==> config.mk <==
export PLATFORM = sky130hd
export DESIGN_NAME = binary_conv_threshold_pool_unit
export DESIGN_NICKNAME = d
export VERILOG_FILES = /design/src/hw/rtl/bctp_pkg.sv /design/src/hw/rtl/binary_conv_threshold_pool_unit.sv /design/src/hw/rtl/bctp_mac.sv /design/src/hw/rtl/bctp_pos.sv /design/src/hw/rtl/bctp_res_fifo.sv
export SDC_FILE = /design/constraint.sdc
export NUM_CORES = 1
export LEC_CHECK = 0
export ABC_AREA = 1
export BUFFER_PORTS_ARGS = -buffer_cell sky130_fd_sc_hd__buf_2
export CAP_MARGIN = 20
export CORE_ASPECT_RATIO = 1.5
export CORE_MARGIN = 4
export CORE_UTILIZATION = 60
export CTS_CLUSTER_DIAMETER = 40
export DETAILED_ROUTE_END_ITERATION = 8
export HOLD_SLACK_MARGIN = 0.15
export PLACE_DENSITY = 0.89
export SYNTH_ARGS = -nofsm -noshare
export SYNTH_HDL_FRONTEND = slang
export SYNTH_SLANG_ARGS = --single-unit
==> constraint.sdc <==
create_clock -name clk -period 9.4 [get_ports clk]
set_clock_uncertainty 0.05 [all_clocks]
set_input_delay 0.47 -clock clk [delete_from_list [all_inputs] [get_ports clk]]
set_output_delay 0.47 -clock clk [all_outputs]
set_load 0.005 [all_outputs]
==> src/hw/rtl/bctp_pkg.sv <==
// Shared types and constants of the binarized convolution, threshold and pooling unit.
package bctp_pkg;

	localparam int DEF_MAX_CHANNELS = 1024;
	localparam int DEF_ACC_WIDTH    = 32;

	localparam int POS_W    = 12;
	localparam int OFF_W    = 5;
	localparam int WORD_W   = POS_W - OFF_W;
	localparam int NCH_W    = 11;
	localparam int POOL_W   = 8;
	localparam int CFG_IDX_W = 2;
	localparam int CFG_DATA_W = 11;
	localparam int RES_DEPTH = 4;

	typedef enum logic [CFG_IDX_W-1:0] {
		CFG_NUM_CHANNELS = 2'd0,
		CFG_POOL_WINDOW  = 2'd1
	} cfg_index_t;

	typedef struct packed {
		logic signed [7:0]  act_first;
		logic signed [7:0]  act_second;
		logic signed [7:0]  weight;
		logic signed [15:0] threshold;
		logic               channel_end;
		logic               row_start;
		logic [OFF_W-1:0]   bit_offset;
		logic [POOL_W-1:0]  pool_count;
	} in_item_t;

	typedef struct packed {
		logic [WORD_W-1:0] word_index;
		logic [OFF_W-1:0]  bit_index;
		logic              bit_value;
		logic              time_step;
		logic              last;
	} out_item_t;

	typedef struct packed {
		logic fire;
		logic row_start;
		logic channel_end;
	} step_ctrl_t;

endpackage

==> src/hw/rtl/binary_conv_threshold_pool_unit.sv <==
// Top level of the binarized convolution, threshold and pooling unit.
//
// Channel   Handshake              Payload
// src       src_valid / src_stall  src_data   (bctp_pkg::in_item_t)
// dst       dst_valid / dst_stall  dst_data   (bctp_pkg::out_item_t)
// cfg       cfg_valid / cfg_ready  cfg_index, cfg_data
//
// A request is registered on acceptance and processed in the next cycle, so one
// request per cycle is taken while src_stall is low. The accumulator and position
// updates close in the same cycle. A request that ends a channel queues two results;
// the output drains one per cycle while dst_stall is low and sets the channel-end rate.
// Reset clears accumulators, positions and the result queue; cfg_ready is always high.
// A stalled output only holds the input off when the queue has no room for a pair.
module binary_conv_threshold_pool_unit #(
	parameter int MAX_CHANNELS = bctp_pkg::DEF_MAX_CHANNELS,
	parameter int ACC_WIDTH    = bctp_pkg::DEF_ACC_WIDTH
) (
	input  logic                              clk,
	input  logic                              arst_n,
	input  logic                              src_valid,
	output logic                              src_stall,
	input  bctp_pkg::in_item_t                src_data,
	output logic                              dst_valid,
	input  logic                              dst_stall,
	output bctp_pkg::out_item_t               dst_data,
	input  logic                              cfg_valid,
	output logic                              cfg_ready,
	input  logic [bctp_pkg::CFG_IDX_W-1:0]    cfg_index,
	input  logic [bctp_pkg::CFG_DATA_W-1:0]   cfg_data
);

	logic                          valid_s1;
	bctp_pkg::in_item_t            item_s1;
	logic [bctp_pkg::NCH_W-1:0]    num_channels_q;
	logic [bctp_pkg::POOL_W-1:0]   pool_window_q;
	bctp_pkg::step_ctrl_t          ctrl;
	logic                          room_pair;
	logic                          advance;
	logic                          bit_first;
	logic                          bit_second;
	logic [bctp_pkg::POS_W-1:0]    pos_first;
	logic [bctp_pkg::POS_W-1:0]    pos_second;
	bctp_pkg::out_item_t           res_first;
	bctp_pkg::out_item_t           res_second;
	logic                          pop;
	logic [2:0]                    res_count;

	assign cfg_ready = 1'b1;

	always_ff @(posedge clk or negedge arst_n) begin
		if (!arst_n) begin
			num_channels_q <= bctp_pkg::NCH_W'(1);
			pool_window_q  <= bctp_pkg::POOL_W'(1);
		end else if (cfg_valid && cfg_ready) begin
			unique case (cfg_index)
				bctp_pkg::CFG_NUM_CHANNELS: begin
					num_channels_q <= cfg_data[bctp_pkg::NCH_W-1:0];
				end
				bctp_pkg::CFG_POOL_WINDOW: begin
					pool_window_q <= cfg_data[bctp_pkg::POOL_W-1:0];
				end
				default: begin
				end
			endcase
		end
	end

	always_comb begin
		advance          = valid_s1 && (!item_s1.channel_end || room_pair);
		src_stall        = valid_s1 && !advance;
		ctrl.fire        = advance;
		ctrl.row_start   = item_s1.row_start;
		ctrl.channel_end = item_s1.channel_end;
	end

	always_ff @(posedge clk or negedge arst_n) begin
		if (!arst_n) begin
			valid_s1 <= 1'b0;
		end else if (!src_stall) begin
			valid_s1 <= src_valid;
		end
	end

	always_ff @(posedge clk) begin
		if (!src_stall && src_valid) begin
			item_s1 <= src_data;
		end
	end

	bctp_mac #(
		.ACC_WIDTH (ACC_WIDTH)
	) u_mac (
		.clk        (clk),
		.arst_n     (arst_n),
		.ctrl       (ctrl),
		.act_first  (item_s1.act_first),
		.act_second (item_s1.act_second),
		.weight     (item_s1.weight),
		.threshold  (item_s1.threshold),
		.bit_first  (bit_first),
		.bit_second (bit_second)
	);

	bctp_pos #(
		.MAX_CHANNELS (MAX_CHANNELS)
	) u_pos (
		.clk          (clk),
		.arst_n       (arst_n),
		.ctrl         (ctrl),
		.bit_offset   (item_s1.bit_offset),
		.pool_count   (item_s1.pool_count),
		.num_channels (num_channels_q),
		.pool_window  (pool_window_q),
		.pos_first    (pos_first),
		.pos_second   (pos_second)
	);

	always_comb begin
		res_first.word_index  = pos_first[bctp_pkg::POS_W-1:bctp_pkg::OFF_W];
		res_first.bit_index   = ~pos_first[bctp_pkg::OFF_W-1:0];
		res_first.bit_value   = bit_first;
		res_first.time_step   = 1'b0;
		res_first.last        = 1'b0;
		res_second.word_index = pos_second[bctp_pkg::POS_W-1:bctp_pkg::OFF_W];
		res_second.bit_index  = ~pos_second[bctp_pkg::OFF_W-1:0];
		res_second.bit_value  = bit_second;
		res_second.time_step  = 1'b1;
		res_second.last       = 1'b1;
		pop                   = dst_valid && !dst_stall;
	end

	bctp_res_fifo u_res_fifo (
		.clk       (clk),
		.arst_n    (arst_n),
		.push_pair (advance && item_s1.channel_end),
		.item_a    (res_first),
		.item_b    (res_second),
		.pop       (pop),
		.head      (dst_data),
		.not_empty (dst_valid),
		.room_pair (room_pair),
		.count     (res_count)
	);

	a_queue_bound: assert property (@(posedge clk) disable iff (!arst_n)
		res_count <= 3'(bctp_pkg::RES_DEPTH))
		else $error("result queue holds more than its depth");

	a_pair_push: assert property (@(posedge clk) disable iff (!arst_n)
		advance && item_s1.channel_end && !pop |=> res_count == $past(res_count) + 3'd2)
		else $error("channel end did not queue a result pair");

	a_pair_order: assert property (@(posedge clk) disable iff (!arst_n)
		pop && !dst_data.last |=> dst_valid && dst_data.last)
		else $error("first result of a pair not followed by its second");

	a_stall_needs_work: assert property (@(posedge clk) disable iff (!arst_n)
		src_stall |-> valid_s1 && item_s1.channel_end && !room_pair)
		else $error("input held off without a full result queue");

endmodule

==> src/hw/rtl/bctp_mac.sv <==
// Two multiply-accumulate lanes with the threshold compare at a channel's end.
module bctp_mac #(
	parameter int ACC_WIDTH = bctp_pkg::DEF_ACC_WIDTH
) (
	input  logic                 clk,
	input  logic                 arst_n,
	input  bctp_pkg::step_ctrl_t ctrl,
	input  logic signed [7:0]    act_first,
	input  logic signed [7:0]    act_second,
	input  logic signed [7:0]    weight,
	input  logic signed [15:0]   threshold,
	output logic                 bit_first,
	output logic                 bit_second
);

	logic signed [ACC_WIDTH-1:0] acc_first_q;
	logic signed [ACC_WIDTH-1:0] acc_second_q;
	logic signed [15:0]          prod_first;
	logic signed [15:0]          prod_second;
	logic signed [ACC_WIDTH-1:0] base_first;
	logic signed [ACC_WIDTH-1:0] base_second;
	logic signed [ACC_WIDTH-1:0] sum_first;
	logic signed [ACC_WIDTH-1:0] sum_second;
	logic signed [ACC_WIDTH-1:0] thr_ext;

	always_comb begin
		prod_first  = act_first * weight;
		prod_second = act_second * weight;
		base_first  = ctrl.row_start ? '0 : acc_first_q;
		base_second = ctrl.row_start ? '0 : acc_second_q;
		sum_first   = base_first + ACC_WIDTH'(prod_first);
		sum_second  = base_second + ACC_WIDTH'(prod_second);
		thr_ext     = ACC_WIDTH'(threshold);
		bit_first   = sum_first >= thr_ext;
		bit_second  = sum_second >= thr_ext;
	end

	always_ff @(posedge clk or negedge arst_n) begin
		if (!arst_n) begin
			acc_first_q  <= '0;
			acc_second_q <= '0;
		end else if (ctrl.fire) begin
			acc_first_q  <= ctrl.channel_end ? '0 : sum_first;
			acc_second_q <= ctrl.channel_end ? '0 : sum_second;
		end
	end

endmodule

==> src/hw/rtl/bctp_pos.sv <==
// Running bit positions of both time steps, with the pooling displacement.
module bctp_pos #(
	parameter int MAX_CHANNELS = bctp_pkg::DEF_MAX_CHANNELS
) (
	input  logic                           clk,
	input  logic                           arst_n,
	input  bctp_pkg::step_ctrl_t           ctrl,
	input  logic [bctp_pkg::OFF_W-1:0]     bit_offset,
	input  logic [bctp_pkg::POOL_W-1:0]    pool_count,
	input  logic [bctp_pkg::NCH_W-1:0]     num_channels,
	input  logic [bctp_pkg::POOL_W-1:0]    pool_window,
	output logic [bctp_pkg::POS_W-1:0]     pos_first,
	output logic [bctp_pkg::POS_W-1:0]     pos_second
);

	localparam int CH_W = bctp_pkg::POS_W + 1;
	localparam logic [CH_W-1:0] MAX_CH = CH_W'(MAX_CHANNELS);

	logic [bctp_pkg::POS_W-1:0]  pos_first_q;
	logic [bctp_pkg::POS_W-1:0]  pos_second_q;
	logic [bctp_pkg::POOL_W-1:0] count_inc;
	logic [CH_W-1:0]             nch_ext;
	logic [CH_W-1:0]             ch_sat;
	logic [bctp_pkg::POS_W-1:0]  disp;
	logic [bctp_pkg::POS_W-1:0]  off_ext;

	always_comb begin
		count_inc = pool_count + 1'b1;
		nch_ext   = CH_W'(num_channels);
		ch_sat    = (nch_ext > MAX_CH) ? MAX_CH : nch_ext;
		disp      = (count_inc > pool_window) ? ch_sat[bctp_pkg::POS_W-1:0] : '0;
		off_ext   = bctp_pkg::POS_W'(bit_offset);
		pos_first  = ctrl.row_start ? off_ext : pos_first_q;
		pos_second = ctrl.row_start ? off_ext + disp : pos_second_q;
	end

	always_ff @(posedge clk or negedge arst_n) begin
		if (!arst_n) begin
			pos_first_q  <= '0;
			pos_second_q <= '0;
		end else if (ctrl.fire) begin
			pos_first_q  <= ctrl.channel_end ? pos_first + 1'b1 : pos_first;
			pos_second_q <= ctrl.channel_end ? pos_second + 1'b1 : pos_second;
		end
	end

endmodule

==> src/hw/rtl/bctp_res_fifo.sv <==
// Small result queue that takes a pair of results at once and hands out one per cycle when popped.
module bctp_res_fifo (
	input  logic                clk,
	input  logic                arst_n,
	input  logic                push_pair,
	input  bctp_pkg::out_item_t item_a,
	input  bctp_pkg::out_item_t item_b,
	input  logic                pop,
	output bctp_pkg::out_item_t head,
	output logic                not_empty,
	output logic                room_pair,
	output logic [2:0]          count
);

	localparam int PTR_W = $clog2(bctp_pkg::RES_DEPTH);

	bctp_pkg::out_item_t mem [bctp_pkg::RES_DEPTH];
	logic [PTR_W-1:0]    wr_ptr_q;
	logic [PTR_W-1:0]    rd_ptr_q;
	logic [2:0]          count_q;
	logic [PTR_W-1:0]    wr_ptr_b;

	always_comb begin
		wr_ptr_b  = wr_ptr_q + 1'b1;
		head      = mem[rd_ptr_q];
		not_empty = count_q != '0;
		room_pair = count_q <= 3'(bctp_pkg::RES_DEPTH - 2);
		count     = count_q;
	end

	always_ff @(posedge clk) begin
		if (push_pair) begin
			mem[wr_ptr_q] <= item_a;
			mem[wr_ptr_b] <= item_b;
		end
	end

	always_ff @(posedge clk or negedge arst_n) begin
		if (!arst_n) begin
			wr_ptr_q <= '0;
			rd_ptr_q <= '0;
			count_q  <= '0;
		end else begin
			if (push_pair) begin
				wr_ptr_q <= wr_ptr_q + 2'd2;
			end
			if (pop) begin
				rd_ptr_q <= rd_ptr_q + 1'b1;
			end
			count_q <= count_q + (push_pair ? 3'd2 : 3'd0) - (pop ? 3'd1 : 3'd0);
		end
	end

endmodule

==> impl_metrics.csv <==
group,metric,value,unit
sta,drv_slew,0,
final_layout,regArea,6070,um2
synth,synth.top_cell.area_share,0.242,
die,start_util,0.607,
synth,syn_nets,3006,
critical_path,end_kind,"register",
global_routing,grtUsageTotal,0.310,
synth,yosysTopAreaCell,"fa_1",
die,die_y,244,um
clock_tree,clk_latency,0.53,ns
global_routing,antenna_found_initial,0,
detailed_routing,drc_errors,0,
critical_path,cp.arrival,8.22,ns
synth,netlist_instances,2437,
die,row_count,86,
clock_tree,cts_max_level,2,
sta,max_freq,0.125,GHz
place,portBuffers,89,
detailed_routing,routed_wl,60.1,mm
detailed_routing,firstDrtPassIters,6,
synth,synth-async-reset-ratio,0.516,
synth,yosysMostFrequentCell,"inv_1",
sta,max_slew_margin,0.325,
synth,syn_area,22300,um2
clock_tree,postCtsSetupBuffers,0,
global_routing,grt_pass1_wl,97.7,mm
die,core,36700,um2
synth,yosys_warnings,0,
detailed_routing,wl_per_cell,19.5,um
detailed_routing,via_per_inst,5.77,
die,die_area,40300,um2
sta,hold_viol,0,
critical_path,crit_type,"reg2reg",
detailed_routing,dr_total_vias,17759,
critical_path,worstPathMaxFanout,16,
synth,seq_area_frac_synth,0.273,
clock_tree,clkSinkCount,221,
final_layout,drive_gt1_frac,0.0848,
worst_hold_path,hold_path.class,"in2reg",
critical_path,cpPeakStageDelay,0.85,ns
sta,fin_crit_sh,0.852,
clock_tree,cts_tree,"built",
synth,synth_cell_types,62,
clock_tree,cts.clk_slew.worst_paths,0.07,ns
clock_tree,cts_root_buf,"clkbuf_16",
sta,worst_pin_slew,1.01,ns
clock_tree,cts_inserted_buffers,34,
final_layout,nFillCells,2687,
global_routing,grt.overflow.total,0,
synth,syn_area_per_cell,9.13,um2
synth,synth_flop_cell,"dfrtp_1",
sta,setup_viol,0,
critical_path,start_kind,"register",
status,status,"finished, final reports clean",
detailed_routing,postRouteAntennaNets,0,
die,boundaryPins,91,
place,gp_congestion,0.983,
flow_run,max_cap_violations,0,
final_layout,area_delta_synth_final,12.0,%
synth,synth-seq-cells,221,
die,die_x,165,um
critical_path,crit_slowest_cell,"fa_1",
sta,rsz0062_at_grt,"no",
synth,synth-edff-count,107,
global_routing,grt_max_degree,68,
detailed_routing,drt-initial-drc-count,1398,
synth,synth_common_cells,"474 x inv_1, 418 x nand2_1, 269 x fa_1",
final_layout,n_antenna_cell,0,
global_routing,grt_pass1_vias,19487,
place,detailed_place_hpwl,45.1,mm
final_layout,final_nets,3138,
sta,finalSetupTns,0,ns
critical_path,cp_common_cell,"nand2_1",
clock_tree,clk_path_buf_depth,3,
critical_path,crit_required,9.61,ns
sta,fin_crit,8.01,ns
final_layout,multi_input_area,14100,um2
synth,ys_top_cells_by_area,"fa_1 24%, edfxtp_1 14%, ha_1 13%",
per-stage QoR:
stage               std cells  instance area, um2  worst slack [ns]  hold slack (ns)   util
floorplan                2437               22300              2.41            0.124      -
global placement         2958               23200              1.67            0.409  0.631
detailed placement       2958               23200              1.44            0.419  0.631
CTS                      3077               24900              1.41            0.165  0.678
global route             3078               24900             0.720            0.190  0.679
finish                   3078               24900              1.39            0.178  0.679
worst paths after layout:
check / startpoint / endpoint / slack, ns / depth (start not counted)
max: item_s1[35]$_DFFE_PP_ / u_res_fifo.mem[3][2]$_DFFE_PP_ / 1.39 / 29
min: cfg_data[0] / num_channels_q[0]$_DFFE_PN1P_ / 0.18 / 3
max reg2reg: item_s1[35]$_DFFE_PP_ / u_res_fifo.mem[3][2]$_DFFE_PP_ / 1.39 / 29
min reg2reg: u_mac.acc_first_q[31]$_DFFE_PN0P_ / u_mac.acc_first_q[31]$_DFFE_PN0P_ / 0.43 / 2
max in group asynchronous: arst_n / u_mac.acc_second_q[24]$_DFFE_PN0P_ / 7.36 / 3
min in group asynchronous: arst_n / u_mac.acc_first_q[0]$_DFFE_PN0P_ / 0.50 / 2
flip-flops by register name (all words and copies together) (netlist names):
register,flops
num_channels_q,11
u_res_fifo.mem,52
u_res_fifo.rd_ptr_q,2
item_s1,53
u_pos.pos_second_q,12
u_res_fifo.count,3
u_res_fifo.wr_ptr_q,1
pool_window_q,8
ctrl,2
u_pos.pos_first_q,12
u_mac.acc_second_q,32
u_mac.acc_first_q,32
valid_s1,1
critical path, delay by kind of cell (launching register included):
kind,cells,cell delay (ns)
fa+ha+maj,7,3.57
buf+inv,4,0.77
compound gates,6,1.08
simple gates,12,1.61
flops,1,0.65
timing repair:
item                      in CTS  in global routing
hold buffers                  58                  0
hold endpoints to repair     104                  0
resized for setup              0                  0
cell type report:
cell class / count / share of cell area
multi-input cells: 1664 / 0.565
flip-flops and latches: 221 / 0.243
inverters: 480 / 0.0724
repair buffers: 168 / 0.0484
clock buffers: 40 / 0.0363
well taps: 484 / 0.0243
clock inverters: 21 / 0.00974
routing by layer:
| metal | up-vias | share of wire | GRT usage |
|---|---|---|---|
| met2 | 826 | 0.52 | 0.546 |
| met5 | - | 0 | 0 |
| met3 | 305 | 0.063 | 0.0492 |
| met4 | 0 | 0.087 | 0.220 |
| li1 | 7977 | - | - |
| met1 | 8651 | 0.33 | 0.330 |
kinds of logic (layout without fill, tap and decap cells):
kind of cell	after synthesis	after routing	share of synthesized area
xor gates and xnor gates	88	88	0.0346
muxes	4	4	0.00191
AOI/OAI and AO/OA	330	330	0.0839
other	1	1	0.000168
adders and majority gates	496	496	0.370
DFF	221	221	0.273
and+or+nand+nor	745	745	0.142
buffers and inverters	552	709	0.0951
cells in the final DEF, fill, tap and decap left out, drive strengths merged, types with 58 or more instances in the layout:
| cell type | n |
|---|---|
| inv | 487 |
| nand2 | 423 |
| fa | 269 |
| ha | 227 |
| nor2 | 186 |
| o21ai | 156 |
| dfrtp | 112 |
| buf | 110 |
| edfxtp | 107 |
| a21oi | 97 |
| nand3 | 62 |
| dlygate4sd3 | 58 |
Power is not shown: default switching activity piles up to over one toggle a cycle in this logic, so the estimate is an artifact.
